--- config.mk ---
export PLATFORM = sky130hd
export DESIGN_NAME = crc16_message_framer_core
export DESIGN_NICKNAME = d
export VERILOG_FILES = /design/src/sv/c16mf_pkg.sv /design/src/sv/c16mf_crc_step.sv /design/src/sv/crc16_message_framer_core.sv
export SDC_FILE = /design/constraint.sdc
export NUM_CORES = 1
export LEC_CHECK = 0
export BUFFER_PORTS_ARGS = -buffer_cell sky130_fd_sc_hd__buf_2
export CAP_MARGIN = 20
export CORE_ASPECT_RATIO = 0.7
export CORE_UTILIZATION = 35
export CTS_CLUSTER_SIZE = 25
export DETAILED_ROUTE_END_ITERATION = 12
export REMOVE_ABC_BUFFERS = 1
export SETUP_SLACK_MARGIN = 0.15
export SYNTH_ARGS = -nofsm -noshare
export SYNTH_HDL_FRONTEND = slang
export SYNTH_HIERARCHICAL = 1
export SYNTH_SLANG_ARGS = --single-unit
--- constraint.sdc ---
create_clock -name i_clk -period 10.4 [get_ports i_clk]
set_clock_uncertainty 0.15 [all_clocks]
set_input_delay 3.12 -clock i_clk [delete_from_list [all_inputs] [get_ports i_clk]]
set_output_delay 3.12 -clock i_clk [all_outputs]
set_load 0.05 [all_outputs]
--- src/sv/c16mf_pkg.sv ---
// Shared types and constants for the CRC-16 message framer.
package c16mf_pkg;

    // Sequencer phases: waiting for an item, header burst, CRC trailer bytes.
    typedef enum logic [1:0] {
        PH_IDLE,
        PH_HEADER,
        PH_CRC_HI,
        PH_CRC_LO
    } t_phase;

    // One result item as it sits in the output register.
    typedef struct packed {
        logic [7:0] frame_byte;
        logic       last_byte;
        logic [8:0] frame_length;
        logic       orphan_error;
    } t_result;

    // Frame magic bytes, in order of transmission.
    localparam logic [7:0] C_MAGIC_0 = 8'h4E;
    localparam logic [7:0] C_MAGIC_1 = 8'h53;
    localparam logic [7:0] C_MAGIC_2 = 8'h4E;
    localparam logic [7:0] C_MAGIC_3 = 8'h47;

    // Header plus trailer bytes around the payload.
    localparam logic [8:0] C_FRAME_OVERHEAD = 9'd10;

    // CRC-16/MODBUS: reflected polynomial and initial value.
    localparam logic [15:0] C_CRC_POLY = 16'hA001;
    localparam logic [15:0] C_CRC_INIT = 16'hFFFF;

    // Item kind carried on the input side-band.
    localparam logic C_KIND_HEADER  = 1'b0;
    localparam logic C_KIND_PAYLOAD = 1'b1;

endpackage

--- src/sv/c16mf_crc_step.sv ---
// One-byte CRC-16/MODBUS update, bit-reflected, eight shift steps.
module c16mf_crc_step (
    input  logic [15:0] i_crc,
    input  logic [7:0]  i_byte,
    output logic [15:0] o_crc
);

    // Fold the byte into the low end, then shift out eight bits.
    always_comb begin
        logic [15:0] v_crc;
        v_crc = i_crc ^ {8'h00, i_byte};
        for (int i = 0; i < 8; i++) begin
            if (v_crc[0]) begin
                v_crc = (v_crc >> 1) ^ c16mf_pkg::C_CRC_POLY;
            end else begin
                v_crc = v_crc >> 1;
            end
        end
        o_crc = v_crc;
    end

endmodule

--- src/sv/crc16_message_framer_core.sv ---
// Top level of the CRC-16 message framer: sequencer, CRC state and output register.
//
// Input stream: each item is a header (tuser = 0) or one payload byte (tuser = 1).
// A header produces the eight header bytes 4E 53 4E 47, type, sequence, length and
// type XOR length; each payload byte is passed through.  After the last payload
// byte, or directly after a header with zero length, the two CRC-16/MODBUS bytes
// follow, high byte first.  The closing byte has tlast set and carries the total
// frame length.  A payload byte with no frame open gives one result with the
// orphan flag set in tuser.  A header always starts a fresh frame.
// Output stream: one byte per cycle while tready is high, from a single output register.
// The first result of an item is written to the output register as the item is accepted.
// Input: payload bytes are taken every cycle; a header holds input ready low while
// the rest of its header burst is emitted (and the CRC bytes with zero length), and
// the closing payload byte while the CRC bytes are emitted, because the sequencer emits one byte per cycle.
// Stall: while the receiver holds tready low the output item holds and no new
// input item is taken.  Reset clears the sequencer, the open frame and the CRC.
module crc16_message_framer_core (
    input  logic        i_clk,
    input  logic        i_rst_n,
    input  logic        i_s_axis_tvalid,
    output logic        o_s_axis_tready,
    // [7:0] msg_type, [15:8] sequence_req, [23:16] payload_length, [31:24] payload_byte
    input  logic [31:0] i_s_axis_tdata,
    // [0] kind
    input  logic        i_s_axis_tuser,
    output logic        o_m_axis_tvalid,
    input  logic        i_m_axis_tready,
    // [7:0] frame_byte, [16:8] frame_length, [23:17] zero
    output logic [23:0] o_m_axis_tdata,
    output logic        o_m_axis_tlast,
    // [0] orphan_error
    output logic        o_m_axis_tuser
);

    c16mf_pkg::t_phase  r_phase, n_phase;
    logic [2:0]         r_idx, n_idx;
    logic [15:0]        r_crc;
    logic [7:0]         r_remaining;
    logic               r_open;
    logic [7:0]         r_total;
    logic [7:0]         r_type, r_seq, r_len;
    logic               r_out_valid;
    c16mf_pkg::t_result r_out, n_res;

    logic        w_out_free, w_in_acc, w_is_hdr, w_orphan;
    logic        n_emit, w_crc_upd, w_close;
    logic [15:0] w_crc_seed, w_crc_next;
    logic [7:0]  w_crc_byte, w_hdr_byte;
    logic [7:0]  w_in_type, w_in_seq, w_in_len, w_in_pb;

    assign w_in_type = i_s_axis_tdata[7:0];
    assign w_in_seq  = i_s_axis_tdata[15:8];
    assign w_in_len  = i_s_axis_tdata[23:16];
    assign w_in_pb   = i_s_axis_tdata[31:24];

    // Handshake: a new item only when idle and the output register can take a byte.
    assign w_out_free      = !r_out_valid || i_m_axis_tready;
    assign o_s_axis_tready = w_out_free && (r_phase == c16mf_pkg::PH_IDLE);
    assign w_in_acc        = i_s_axis_tvalid && o_s_axis_tready;
    assign w_is_hdr        = (i_s_axis_tuser == c16mf_pkg::C_KIND_HEADER);
    assign w_orphan        = !r_open || (r_remaining == 8'd0);

    // Header byte for the current burst position.
    always_comb begin
        case (r_idx)
            3'd1:    w_hdr_byte = c16mf_pkg::C_MAGIC_1;
            3'd2:    w_hdr_byte = c16mf_pkg::C_MAGIC_2;
            3'd3:    w_hdr_byte = c16mf_pkg::C_MAGIC_3;
            3'd4:    w_hdr_byte = r_type;
            3'd5:    w_hdr_byte = r_seq;
            3'd6:    w_hdr_byte = r_len;
            3'd7:    w_hdr_byte = r_type ^ r_len;
            default: w_hdr_byte = c16mf_pkg::C_MAGIC_0;
        endcase
    end

    c16mf_crc_step u_crc_step (
        .i_crc  (w_crc_seed),
        .i_byte (w_crc_byte),
        .o_crc  (w_crc_next)
    );

    // Next phase and header position.
    always_comb begin
        n_phase = r_phase;
        n_idx   = r_idx;
        case (r_phase)
            c16mf_pkg::PH_IDLE: begin
                if (w_in_acc) begin
                    if (w_is_hdr) begin
                        n_phase = c16mf_pkg::PH_HEADER;
                        n_idx   = 3'd1;
                    end else if (!w_orphan && (r_remaining == 8'd1)) begin
                        n_phase = c16mf_pkg::PH_CRC_HI;
                    end
                end
            end
            c16mf_pkg::PH_HEADER: begin
                if (w_out_free) begin
                    n_idx = r_idx + 3'd1;
                    if (r_idx == 3'd7) begin
                        n_phase = (r_len == 8'd0) ? c16mf_pkg::PH_CRC_HI
                                                  : c16mf_pkg::PH_IDLE;
                    end
                end
            end
            c16mf_pkg::PH_CRC_HI: begin
                if (w_out_free) begin
                    n_phase = c16mf_pkg::PH_CRC_LO;
                end
            end
            c16mf_pkg::PH_CRC_LO: begin
                if (w_out_free) begin
                    n_phase = c16mf_pkg::PH_IDLE;
                end
            end
            default: n_phase = c16mf_pkg::PH_IDLE;
        endcase
    end

    // Result byte, CRC input and frame close for this cycle.
    always_comb begin
        n_emit     = 1'b0;
        n_res      = '0;
        w_crc_upd  = 1'b0;
        w_close    = 1'b0;
        w_crc_seed = r_crc;
        w_crc_byte = w_in_pb;
        case (r_phase)
            c16mf_pkg::PH_IDLE: begin
                if (w_in_acc) begin
                    n_emit = 1'b1;
                    if (w_is_hdr) begin
                        w_crc_seed       = c16mf_pkg::C_CRC_INIT;
                        w_crc_byte       = c16mf_pkg::C_MAGIC_0;
                        w_crc_upd        = 1'b1;
                        n_res.frame_byte = c16mf_pkg::C_MAGIC_0;
                    end else if (w_orphan) begin
                        n_res.orphan_error = 1'b1;
                    end else begin
                        w_crc_upd        = 1'b1;
                        n_res.frame_byte = w_in_pb;
                    end
                end
            end
            c16mf_pkg::PH_HEADER: begin
                if (w_out_free) begin
                    n_emit           = 1'b1;
                    w_crc_byte       = w_hdr_byte;
                    w_crc_upd        = 1'b1;
                    n_res.frame_byte = w_hdr_byte;
                end
            end
            c16mf_pkg::PH_CRC_HI: begin
                if (w_out_free) begin
                    n_emit           = 1'b1;
                    n_res.frame_byte = r_crc[15:8];
                end
            end
            c16mf_pkg::PH_CRC_LO: begin
                if (w_out_free) begin
                    n_emit             = 1'b1;
                    w_close            = 1'b1;
                    n_res.frame_byte   = r_crc[7:0];
                    n_res.last_byte    = 1'b1;
                    n_res.frame_length = c16mf_pkg::C_FRAME_OVERHEAD + {1'b0, r_total};
                end
            end
            default: n_emit = 1'b0;
        endcase
    end

    // Control state and frame bookkeeping.
    always_ff @(posedge i_clk) begin
        if (!i_rst_n) begin
            r_phase     <= c16mf_pkg::PH_IDLE;
            r_idx       <= 3'd0;
            r_crc       <= c16mf_pkg::C_CRC_INIT;
            r_remaining <= 8'd0;
            r_open      <= 1'b0;
            r_total     <= 8'd0;
            r_out_valid <= 1'b0;
        end else begin
            r_phase <= n_phase;
            r_idx   <= n_idx;
            if (n_emit) begin
                r_out_valid <= 1'b1;
            end else if (i_m_axis_tready) begin
                r_out_valid <= 1'b0;
            end
            if (w_close) begin
                r_crc <= c16mf_pkg::C_CRC_INIT;
            end else if (w_crc_upd) begin
                r_crc <= w_crc_next;
            end
            if (w_in_acc && w_is_hdr) begin
                r_open      <= 1'b1;
                r_remaining <= w_in_len;
                r_total     <= w_in_len;
            end else if (w_in_acc && !w_orphan) begin
                r_remaining <= r_remaining - 8'd1;
            end else if (w_close) begin
                r_open      <= 1'b0;
                r_remaining <= 8'd0;
            end
        end
    end

    // Header fields and the output item need no reset.
    always_ff @(posedge i_clk) begin
        if (w_in_acc && w_is_hdr) begin
            r_type <= w_in_type;
            r_seq  <= w_in_seq;
            r_len  <= w_in_len;
        end
        if (n_emit) begin
            r_out <= n_res;
        end
    end

    assign o_m_axis_tvalid = r_out_valid;
    assign o_m_axis_tdata  = {7'd0, r_out.frame_length, r_out.frame_byte};
    assign o_m_axis_tlast  = r_out.last_byte;
    assign o_m_axis_tuser  = r_out.orphan_error;

`ifndef SYNTHESIS
    // Input is only taken between bursts.
    a_ready_idle: assert property (@(posedge i_clk) disable iff (!i_rst_n)
        o_s_axis_tready |-> (r_phase == c16mf_pkg::PH_IDLE))
        else $error("input ready outside idle phase");

    // A header burst always belongs to an open frame.
    a_header_open: assert property (@(posedge i_clk) disable iff (!i_rst_n)
        (r_phase == c16mf_pkg::PH_HEADER) |-> r_open)
        else $error("header burst without an open frame");

    // Closing a frame restores the CRC seed and closes the frame.
    a_close_clears: assert property (@(posedge i_clk) disable iff (!i_rst_n)
        w_close |=> (r_crc == c16mf_pkg::C_CRC_INIT) && !r_open
                    && (r_phase == c16mf_pkg::PH_IDLE))
        else $error("frame close did not clear state");

    // A closing byte reports at least the header and trailer length.
    a_last_length: assert property (@(posedge i_clk) disable iff (!i_rst_n)
        (r_out_valid && r_out.last_byte) |->
            (r_out.frame_length >= c16mf_pkg::C_FRAME_OVERHEAD))
        else $error("closing byte with short frame length");

    // An orphan result carries nothing else.
    a_orphan_clean: assert property (@(posedge i_clk) disable iff (!i_rst_n)
        (r_out_valid && r_out.orphan_error) |->
            (!r_out.last_byte && (r_out.frame_byte == 8'd0)))
        else $error("orphan result carries data");
`endif

endmodule
# --- After elaboration in Yosys (flattened, before gate mapping) ---
# Cells that the tools add are included.
# Widths: inputs -> output; s select.
word_totals:
  register_bits: 82
  out_inout_bits: 28
  input_bits: 37
classes:
  n_reduce_logical: 24
  addsub: 3
  bitwise: 12
  mux: 53
  n_eq_ne: 18
op_table:
  columns: ["operator", "count"]
  rows:
  - ["$mux 16", 11]
  - ["$mux 8", 11]
  - ["$pmux 8 s6", 1]
  - ["$pmux 8 s4", 1]
  - ["$not 2->3", 8]
  - ["$mux 18", 1]
  - ["$logic_not 8->1", 2]
  - ["$mux 2", 8]
  - ["$pmux 8 s2", 1]
  - ["$xor 16x8->16", 1]
  - ["$ne 2x2->1 const B", 7]
  - ["$eq 3x3->1 const B", 4]
  - ["$mux 1", 12]
  - ["$add 4x8->9 const A", 1]
  - ["$mux 3", 3]
  - ["$eq 8x1->1 const B", 1]
  - ["$pmux 2 s4", 1]
  - ["$sub 8x1->8 const B", 1]
  - ["$xor 8x8->8", 1]
  - ["$pmux 3 s2", 1]
  - ["$reduce_and 6->1", 1]
  - ["$reduce_bool 2->1", 3]
  - ["$logic_and 1x1->1", 5]
  - ["$eq 2x2->1 const B", 2]
  - ["other kinds (16)", 22]

# --- Logic depth before layout (Yosys ltp) ---
# Gate-level depths: netlist of run 1.
logic_depth:
  depth_word: 23
  mapped_depth: 14
  ltp_nobuf: 13

# --- Modules after synthesis ---
# Netlist of run 1, hierarchy kept.
by_module_without_submodules:
  columns: ["mod", "cells_each", "seq_area_each_um2", "area_each_um2", "n_inst"]
  rows:
  - ["crc16_message_framer_core", 408, 2072.0, 4116.4, 1]
  - ["c16mf_crc_step", 29, 0.0, 284.0, 1]

# --- Worst setup path after synthesis of run 1 ---
# OpenSTA, ideal clock, no wires.
synth_timing:
  path_kind: "input to output"
  from: "input port i_m_axis_tready"
  to: "output port o_s_axis_tready"
  path_buffers: 0
  path_slack_ps: 3403
  cell_stages: 2
  t_arrival_ps: 3727
  required_ps: 7130
  path_cell_list: "and2b_1 -> nor2_4"
synth_via:
  elab_chain_len: 2
synth_lines:
  columns: ["element", "line_no", "rtl"]
  rows:
  - ["from (decl)", "crc16_message_framer_core.sv:27", "input logic i_m_axis_tready,"]
  - ["$logic_or 1x1->1", "crc16_message_framer_core.sv:57", "assign w_out_free = !r_out_valid || i_m_axis_tready;"]
  - ["$logic_and 1x1->1", "crc16_message_framer_core.sv:58", "assign o_s_axis_tready = w_out_free && (r_phase == c16mf_pkg::PH_IDLE);"]
  - ["to (decl)", "crc16_message_framer_core.sv:21", "output logic o_s_axis_tready,"]
# Every way passes these cells.

# --- Worst setup path after layout of run 1 ---
# Ends and elaborated chain as after synthesis.

==> results of run 1 <==
state kept, by name, summed over array words and instances (netlist names):
| register | count |
|---|---|
| r_seq | 8 |
| o_m_axis_tlast | 1 |
| r_open | 1 |
| o_m_axis_tvalid | 1 |
| o_m_axis_tuser | 1 |
| r_crc | 16 |
| r_type | 8 |
| r_remaining | 8 |
| r_phase | 2 |
| r_len | 8 |
| r_total | 8 |
| r_idx | 3 |
| o_m_axis_tdata | 17 |
kinds of logic (layout without fill, tap and decap cells):
family / Yosys count / count (layout)
other: 1 / 7
AOI/OAI and AO/OA: 93 / 93
and+or+nand+nor: 152 / 152
buffers and inverters: 44 / 90
muxes: 25 / 25
xor gates and xnor gates: 29 / 29
DFF: 82 / 82
adders and majority gates: 11 / 11
synth_stat cells (2+ instances only):
library cell,instances
o22ai_1,3
ha_1,11
a21o_1,5
xor2_1,10
a41oi_1,3
buf_4,14
nor2_4,3
or2_2,16
xnor2_1,15
buf_2,3
nor3_4,2
a211oi_1,3
and2_1,7
xnor2_2,3
nand3b_1,2
clkbuf_1,11
nand3_1,7
inv_1,13
edfxtp_1,43
nand2_1,53
nor2b_1,16
nor4_1,4
a21oi_1,23
nor3_1,8
a211o_1,3
a31oi_1,10
mux2i_1,16
nor2_1,23
a311oi_1,2
a22oi_1,2
mux2_2,9
nand2b_1,2
o21ai_0,27
a221o_1,4
a2111oi_0,2
dfxtp_1,39
cell type report:
class | instances | share of cell area [%]
clock buffers | 9 | 4.48
clock inverters | 7 | 1.07
inverters | 14 | 1.04
multi-input cells | 317 | 42.2
flip-flops and latches | 82 | 41.2
well taps | 157 | 3.91
repair buffers | 60 | 6.12
per-layer routing:
| layer | wire [um] | part of all wire [%] |
|---|---|---|
| met5 | 0 | 0 |
| met4 | 53 | 0.51 |
| met3 | 755 | 7.3 |
| met2 | 4110 | 40 |
| met1 | 5410 | 52 |
worst register-to-register path, delay by kind of cell (launching register included):
| kind | cells | cell delay [ns] |
|---|---|---|
| AO/OA/AOI/OAI | 1 | 0.26 |
| XOR/XNOR | 4 | 1.05 |
| buffers and inverters | 2 | 0.58 |
| flip-flops | 1 | 0.53 |
| multiplexers | 1 | 0.14 |
| AND/OR/NAND/NOR | 5 | 1.18 |
how the worst min path moves through the flow:
stage / start / endpoint / slack (ns)
after floorplan: r_total[0]$_SDFFE_PN0P_ / r_total[0]$_SDFFE_PN0P_ / 0.28
after global placement: r_total[0]$_SDFFE_PN0P_ / r_total[0]$_SDFFE_PN0P_ / 0.30
after detailed placement: r_total[0]$_SDFFE_PN0P_ / r_total[0]$_SDFFE_PN0P_ / 0.31
after CTS: r_total[0]$_SDFFE_PN0P_ / r_total[0]$_SDFFE_PN0P_ / 0.33
after global routing: r_crc[0]$_SDFFE_PP1P_ / r_crc[0]$_SDFFE_PP1P_ / 0.37
final: r_total[0]$_SDFFE_PN0P_ / r_total[0]$_SDFFE_PN0P_ / 0.33
through the flow:
| step | power, mW | utilization [%] |
|---|---|---|
| finish | 0.942 | 42.0 |
| global route | 0.990 | 42.0 |
| CTS | 0.952 | 41.9 |
| detailed placement | 0.653 | 39.6 |
| global placement | 0.649 | 39.6 |
| floorplan | 0.596 | - |
power by group through the flow:
| stage | sequential [mW] | clock [mW] | combinational [mW] |
|---|---|---|---|
| 6_report | 0.396 | 0.295 | 0.250 |
| 5_1_grt | 0.400 | 0.318 | 0.271 |
| 4_1_cts | 0.396 | 0.305 | 0.250 |
| 3_5_place_dp | 0.403 | 0 | 0.250 |
| 3_3_place_gp | 0.402 | 0 | 0.247 |
| 2_1_floorplan | 0.429 | 0 | 0.167 |
==> run_results.csv, run 1 <==
group,metric,value,unit
finish,instances_no_fill,646,
finish,area_growth,14.3,%
sta,fin_crit,7.27,ns
global_routing,antenna_found_initial,0,
synthesis,synth_seq_cells,82,
global_routing,top_usage_layer,"met1",
route,vias,3291,
global_routing,grt_use_total,16.8,%
critical_path,crit_slowest_cell,"buf_2",
run,drv_cap,0,
synthesis,synth_flop_cell,"edfxtp_1",
clock_tree,postCtsSetupRepairBufs,0,
pwr,p_sw,303,uW
sta,holdWs,0.326,ns
finish,design_area,5030,um^2
die,die_h,95.8,um
clock_tree,clockRootBuffer,"clkbuf_16",
critical_path,reg2reg_from,"r_phase[0]$_SDFFE_PN0P_",
critical_path,regToRegSetupSlack,6.37,ns
placed_design,placed_cells,629,
clock_tree,cts_resized,0,
pwr,p_int,639,uW
finish,final_nets,532,
die,die_x,136,um
critical_path,slowest_delay,0.30,ns
placed_design,placed_area,4740,um^2
route,ant_nets,0,
clock_tree,cts_made_buffers,9,
route,wl_per_cell,16.0,um
pwr,p_per_area,187,nW/um^2
synthesis,synth_top_area_share,29.3,%
critical_path,path_max_fanout,6,
finish,drive_gt1_share,23.5,%
synthesis,yosys.area_share.simple,18.3,%
global_routing,grtUsageMet3,4.27,%
sta,relSlewSlack,38.7,%
synthesis,synth_edf_count,43,
sta,fin_ws,3.13,ns
synthesis,synth_mux_area_share,5.94,%
sta,grt_setup_unrepaired,"false",
global_routing,grt_overflow,0,
pwr,pwr-share-clk,31.3,%
synthesis,synth_fa_ha_area_share,3.13,%
synthesis,async_flop_share,0,%
global_routing,grt_pass1_wl,16200,um
route,via_per_inst,5.09,
sta,period_share,69.9,%
synthesis,synthTopCellsByArea,"edfxtp_1, dfxtp_1, nand2_1, mux2i_1, ha_1",
critical_path,crit_path_end,"o_s_axis_tready",
clock_tree,cts_buffer_depth,2,
status,status,"completed",
critical_path,startpoint_type,"input pin",
global_routing,grt_use_met2,22.3,%
placed_design,hpwl,7680,um
pwr,p_leak,1.96,nW
min_path,hold_path_class,"reg -> reg",
finish,antenna_cells,0,
critical_path,crit_chain,"buf_2 > and2b_1 > nor2_4 > buf_2",
synthesis,synth_warnings,6,
sta,tightest_slew,0.920,ns
synthesis,synth_top_family_by_area,"simple AND/OR/NAND/NOR gates",
clock_tree,clkTransAtPathRegs,0.06,ns
sta,fmax,138,MHz
route,firstDrtPassIters,5,
sta,tns,0,ns
clock_tree,cts_sinks,82,
finish,fillers,1177,
min_path,holdPathStages,2,
critical_path,critical_path_class,"in -> out",
critical_path,critPathBufInv,2,
die,pin_count,65,
die,start_util,36.8,%
route,drc,0,
synthesis,synthCells,437,
global_routing,grt_start_max_net_pins,58,
route,drt-total-wl,10300,um
synthesis,synth-xor-area-share,6.60,%
synthesis,ys_seq_area_share,47.1,%
finish,multiInputGateArea,2120,um^2
sta,hold_violations,0,
sta,slew_viol_final,0,
clock_tree,cts_tree,"built",
critical_path,cp_top_family,"simple AND/OR/NAND/NOR gates",
critical_path,cpMostUsedCell,"buf_2",
route,drt_iter0_markers,289,
synthesis,syn_avg_cell_area,10.1,um^2
placed_design,dp_slack,3.14,ns
global_routing,grt_pass1_vias,2948,
finish,final_cell_mix,"buf_2, nand2_1, edfxtp_1, dfxtp_1, o21ai_0",
synthesis,ys_types,56,
clock_tree,cts_max_level,3,
placed_design,portBuffers,57,
placed_design,finalWeightedCongestion,0.869,
critical_path,critical_path.startpoint,"i_m_axis_tready",
critical_path,crit_path_end_kind,"output pin",
synthesis,synth_area_leader_cell,"edfxtp_1",
clock_tree,cts_hold_buffers,0,
critical_path,arrival,4.00,ns
critical_path,r2r_end,"r_crc[0]$_SDFFE_PP1P_",
finish,layout_commonest_cell,"buf_2",
pwr,p_comb_share,26.6,%
pwr,vdd_drop_max,0.101,mV
critical_path,crit_cells,4,
critical_path,critical_path_required,7.13,ns
global_routing,grt_use_met1,26.0,%
synthesis,synth-compound-area-share,13.7,%
pwr,switching_share,32.1,%
die,core,12000,um^2
die,row_count,33,
pwr,power.share.sequential,42.1,%
clock_tree,clkLatencyLatePin,0.34,ns
die,die-area,13000,um^2
synthesis,netlist_area,4400,um^2
finish,ff_latch_area,2070,um^2
sta,finalSetupViolations,0,
critical_path,reg2reg_depth,13,
Power figures use the tool's default switching activity.
==> run 2: changes to the inputs <==
==> constraint.sdc (replaced) <==
create_clock -name i_clk -period 6.1 [get_ports i_clk]
set_clock_uncertainty 0.15 [all_clocks]
set_input_delay 1.83 -clock i_clk [delete_from_list [all_inputs] [get_ports i_clk]]
set_output_delay 1.83 -clock i_clk [all_outputs]
set_load 0.05 [all_outputs]
==> run 2 against run 1 <==
- critical path depth unchanged
- combinational power increased by 70%
- clock-buffer cell count stayed put
- sequential share of layout area is 0.32 points lower
- wire length decreased by 1.6%
- flip-flop and latch count stayed put
- non-clock buffer count shrank 1
- first-iteration DRC count up 5.5%
- die area did not move
- total power up 79%
- critical endpoint unchanged
- largest power group unchanged
==> run_results.csv, run 2 (same netlist as run 1, synthesis figures left out) <==
group,metric,value,unit
placed_design,portBuffers,57,
route,routed.top_layer,"met4",
finish,largest_reg_flops,17,
pwr,p_sw,514,uW
pwr,total_power,1.69,mW
finish,drive_gt1_share,23.4,%
global_routing,grt_pass1_wl,15700,um
die,die_h,95.8,um
global_routing,grt_start_max_net_pins,33,
die,row_count,33,
finish,layout_commonest_cell,"buf_2",
pwr,p_comb_share,25.2,%
critical_path,path_max_fanout,6,
die,start_util,36.8,%
die,die-area,13000,um^2
pwr,p_leak,1.98,nW
clock_tree,cts_tree,"built",
finish,final_cell_mix,"buf_2, nand2_1, edfxtp_1, dfxtp_1, o21ai_0",
pwr,p_int,1.17,mW
min_path,hp-start,"r_total[0]$_SDFFE_PN0P_",
critical_path,crit_slowest_cell,"buf_2",
critical_path,cpMostUsedCell,"buf_2",
sta,grt_setup_unrepaired,"false",
route,drt_iter0_markers,305,
route,vias,3304,
route,wirelength_met1,5270,um
min_path,holdPathStages,2,
min_path,hold_path_class,"reg -> reg",
pwr,vdd_drop_max,0.155,mV
critical_path,regToRegSetupSlack,2.37,ns
critical_path,slowest_delay,0.31,ns
clock_tree,clockRootBuffer,"clkbuf_16",
finish,final_nets,531,
placed_design,finalWeightedCongestion,0.845,
critical_path,arrival,2.70,ns
clock_tree,clkTransAtPathRegs,0.06,ns
pwr,power.share.sequential,40.0,%
pwr,p_per_area,333,nW/um^2
sta,relSlewSlack,39.9,%
route,drt-total-wl,10200,um
sta,fin_ws,1.42,ns
clock_tree,postCtsSetupRepairBufs,0,
sta,slew_viol_final,0,
sta,tightest_slew,0.901,ns
critical_path,r2r_end,"r_crc[0]$_SDFFE_PP1P_",
pwr,pwr-share-clk,34.8,%
clock_tree,cts_buffer_depth,2,
sta,fin_crit,4.68,ns
placed_design,hpwl,7560,um
route,drc,0,
global_routing,grt_overflow,0,
global_routing,antenna_found_initial,0,
critical_path,critical_path_required,4.12,ns
clock_tree,cts_resized,0,
route,firstDrtPassIters,5,
critical_path,reg2reg_depth,12,
clock_tree,cts_max_level,3,
route,wl_per_cell,15.8,um
sta,period_share,76.7,%
die,die_x,136,um
placed_design,dp_slack,1.05,ns
die,core,12000,um^2
sta,fmax,214,MHz
sta,hold_violations,0,
critical_path,critical_path_class,"in -> out",
route,via_per_inst,5.12,
pwr,switching_share,30.5,%
critical_path,crit_chain,"buf_2 > and2b_1 > nor2_4 > buf_2",
route,ant_nets,0,
critical_path,reg2reg_from,"r_phase[0]$_SDFFE_PN0P_",
global_routing,grt_pass1_vias,2956,
finish,antenna_cells,0,
sta,tns,0,ns
clock_tree,cts_sinks,82,
critical_path,startpoint_type,"input pin",
critical_path,crit_path_end_kind,"output pin",
clock_tree,clkLatencyLatePin,0.34,ns
status,status,"completed",
run,drv_cap,0,
route,wl_met3,788,um
min_path,hold_end,"r_total[0]$_SDFFE_PN0P_",
clock_tree,cts_made_buffers,9,
route,wl_met2,3980,um
global_routing,grt_use_total,16.4,%
sta,finalSetupViolations,0,
finish,fillers,1167,
die,pin_count,65,
clock_tree,cts_hold_buffers,0,
finish,area_growth,15.2,%
run 2: cell types whose count changed in the layout (fill, tap and decap cells not counted):
cell,before,now
buf_4,3,2
bufinv_16,0,2
clkinvlp_4,3,0
inv_6,2,3
run 2: metrics by stage:
| stage | hold slack, ns | area, um^2 | util [%] | std cells |
|---|---|---|---|---|
| 3_5_place_dp | 0.298 | 4740 | 39.6 | 628 |
| 4_1_cts | 0.306 | 5060 | 42.3 | 644 |
| 3_3_place_gp | 0.302 | 4740 | 39.6 | 628 |
| 2_1_floorplan | 0.282 | 4250 | - | 413 |
| 6_report | 0.308 | 5070 | 42.3 | 645 |
| 5_1_grt | 0.351 | 5070 | 42.3 | 645 |
run 2: worst max-delay path, delay by kind of cell:
kind / cells / cell delay (ns)
buf+inv: 2 / 0.40
simple gates: 2 / 0.47
run 2: routing by layer:
| layer | vias up | GRT usage, % |
|---|---|---|
| li1 | 1631 | - |
| met1 | 1535 | 24.9 |
| met2 | 125 | 21.7 |
| met3 | 13 | 4.53 |
| met4 | 0 | 5.28 |
| met5 | - | 0 |
run 2: power groups by stage:
stage | combinational [mW] | clock [mW] | sequential, mW
2_1_floorplan | 0.285 | 0 | 0.731
3_3_place_gp | 0.420 | 0 | 0.686
3_5_place_dp | 0.424 | 0 | 0.686
4_1_cts | 0.426 | 0.601 | 0.675
5_1_grt | 0.461 | 0.620 | 0.681
6_report | 0.426 | 0.587 | 0.675
run 2: how the worst max path moves through the flow:
stage,startpoint,end,slack (ns),cells after the start
floorplan,i_m_axis_tready,r_crc[0]$_SDFFE_PP1P_,0.98,12
global route,i_m_axis_tready,r_crc[0]$_SDFFE_PP1P_,1.26,13
global placement,i_m_axis_tready,r_crc[0]$_SDFFE_PP1P_,1.17,13
CTS,i_m_axis_tready,r_crc[0]$_SDFFE_PP1P_,1.41,13
finish,i_m_axis_tready,o_s_axis_tready,1.42,4
detailed placement,i_m_axis_tready,r_crc[0]$_SDFFE_PP1P_,1.05,13
run 2: area by class of cell:
type	instances	area (um^2)	area share, %
Timing Repair Buffer	59	300	5.92
Clock inverter	7	100	1.97
Inverter	14	52.6	1.04
Multi-Input combinational cell	317	2120	41.9
Tap cell	157	196	3.88
Clock buffer	9	225	4.44
Sequential cell	82	2070	40.9
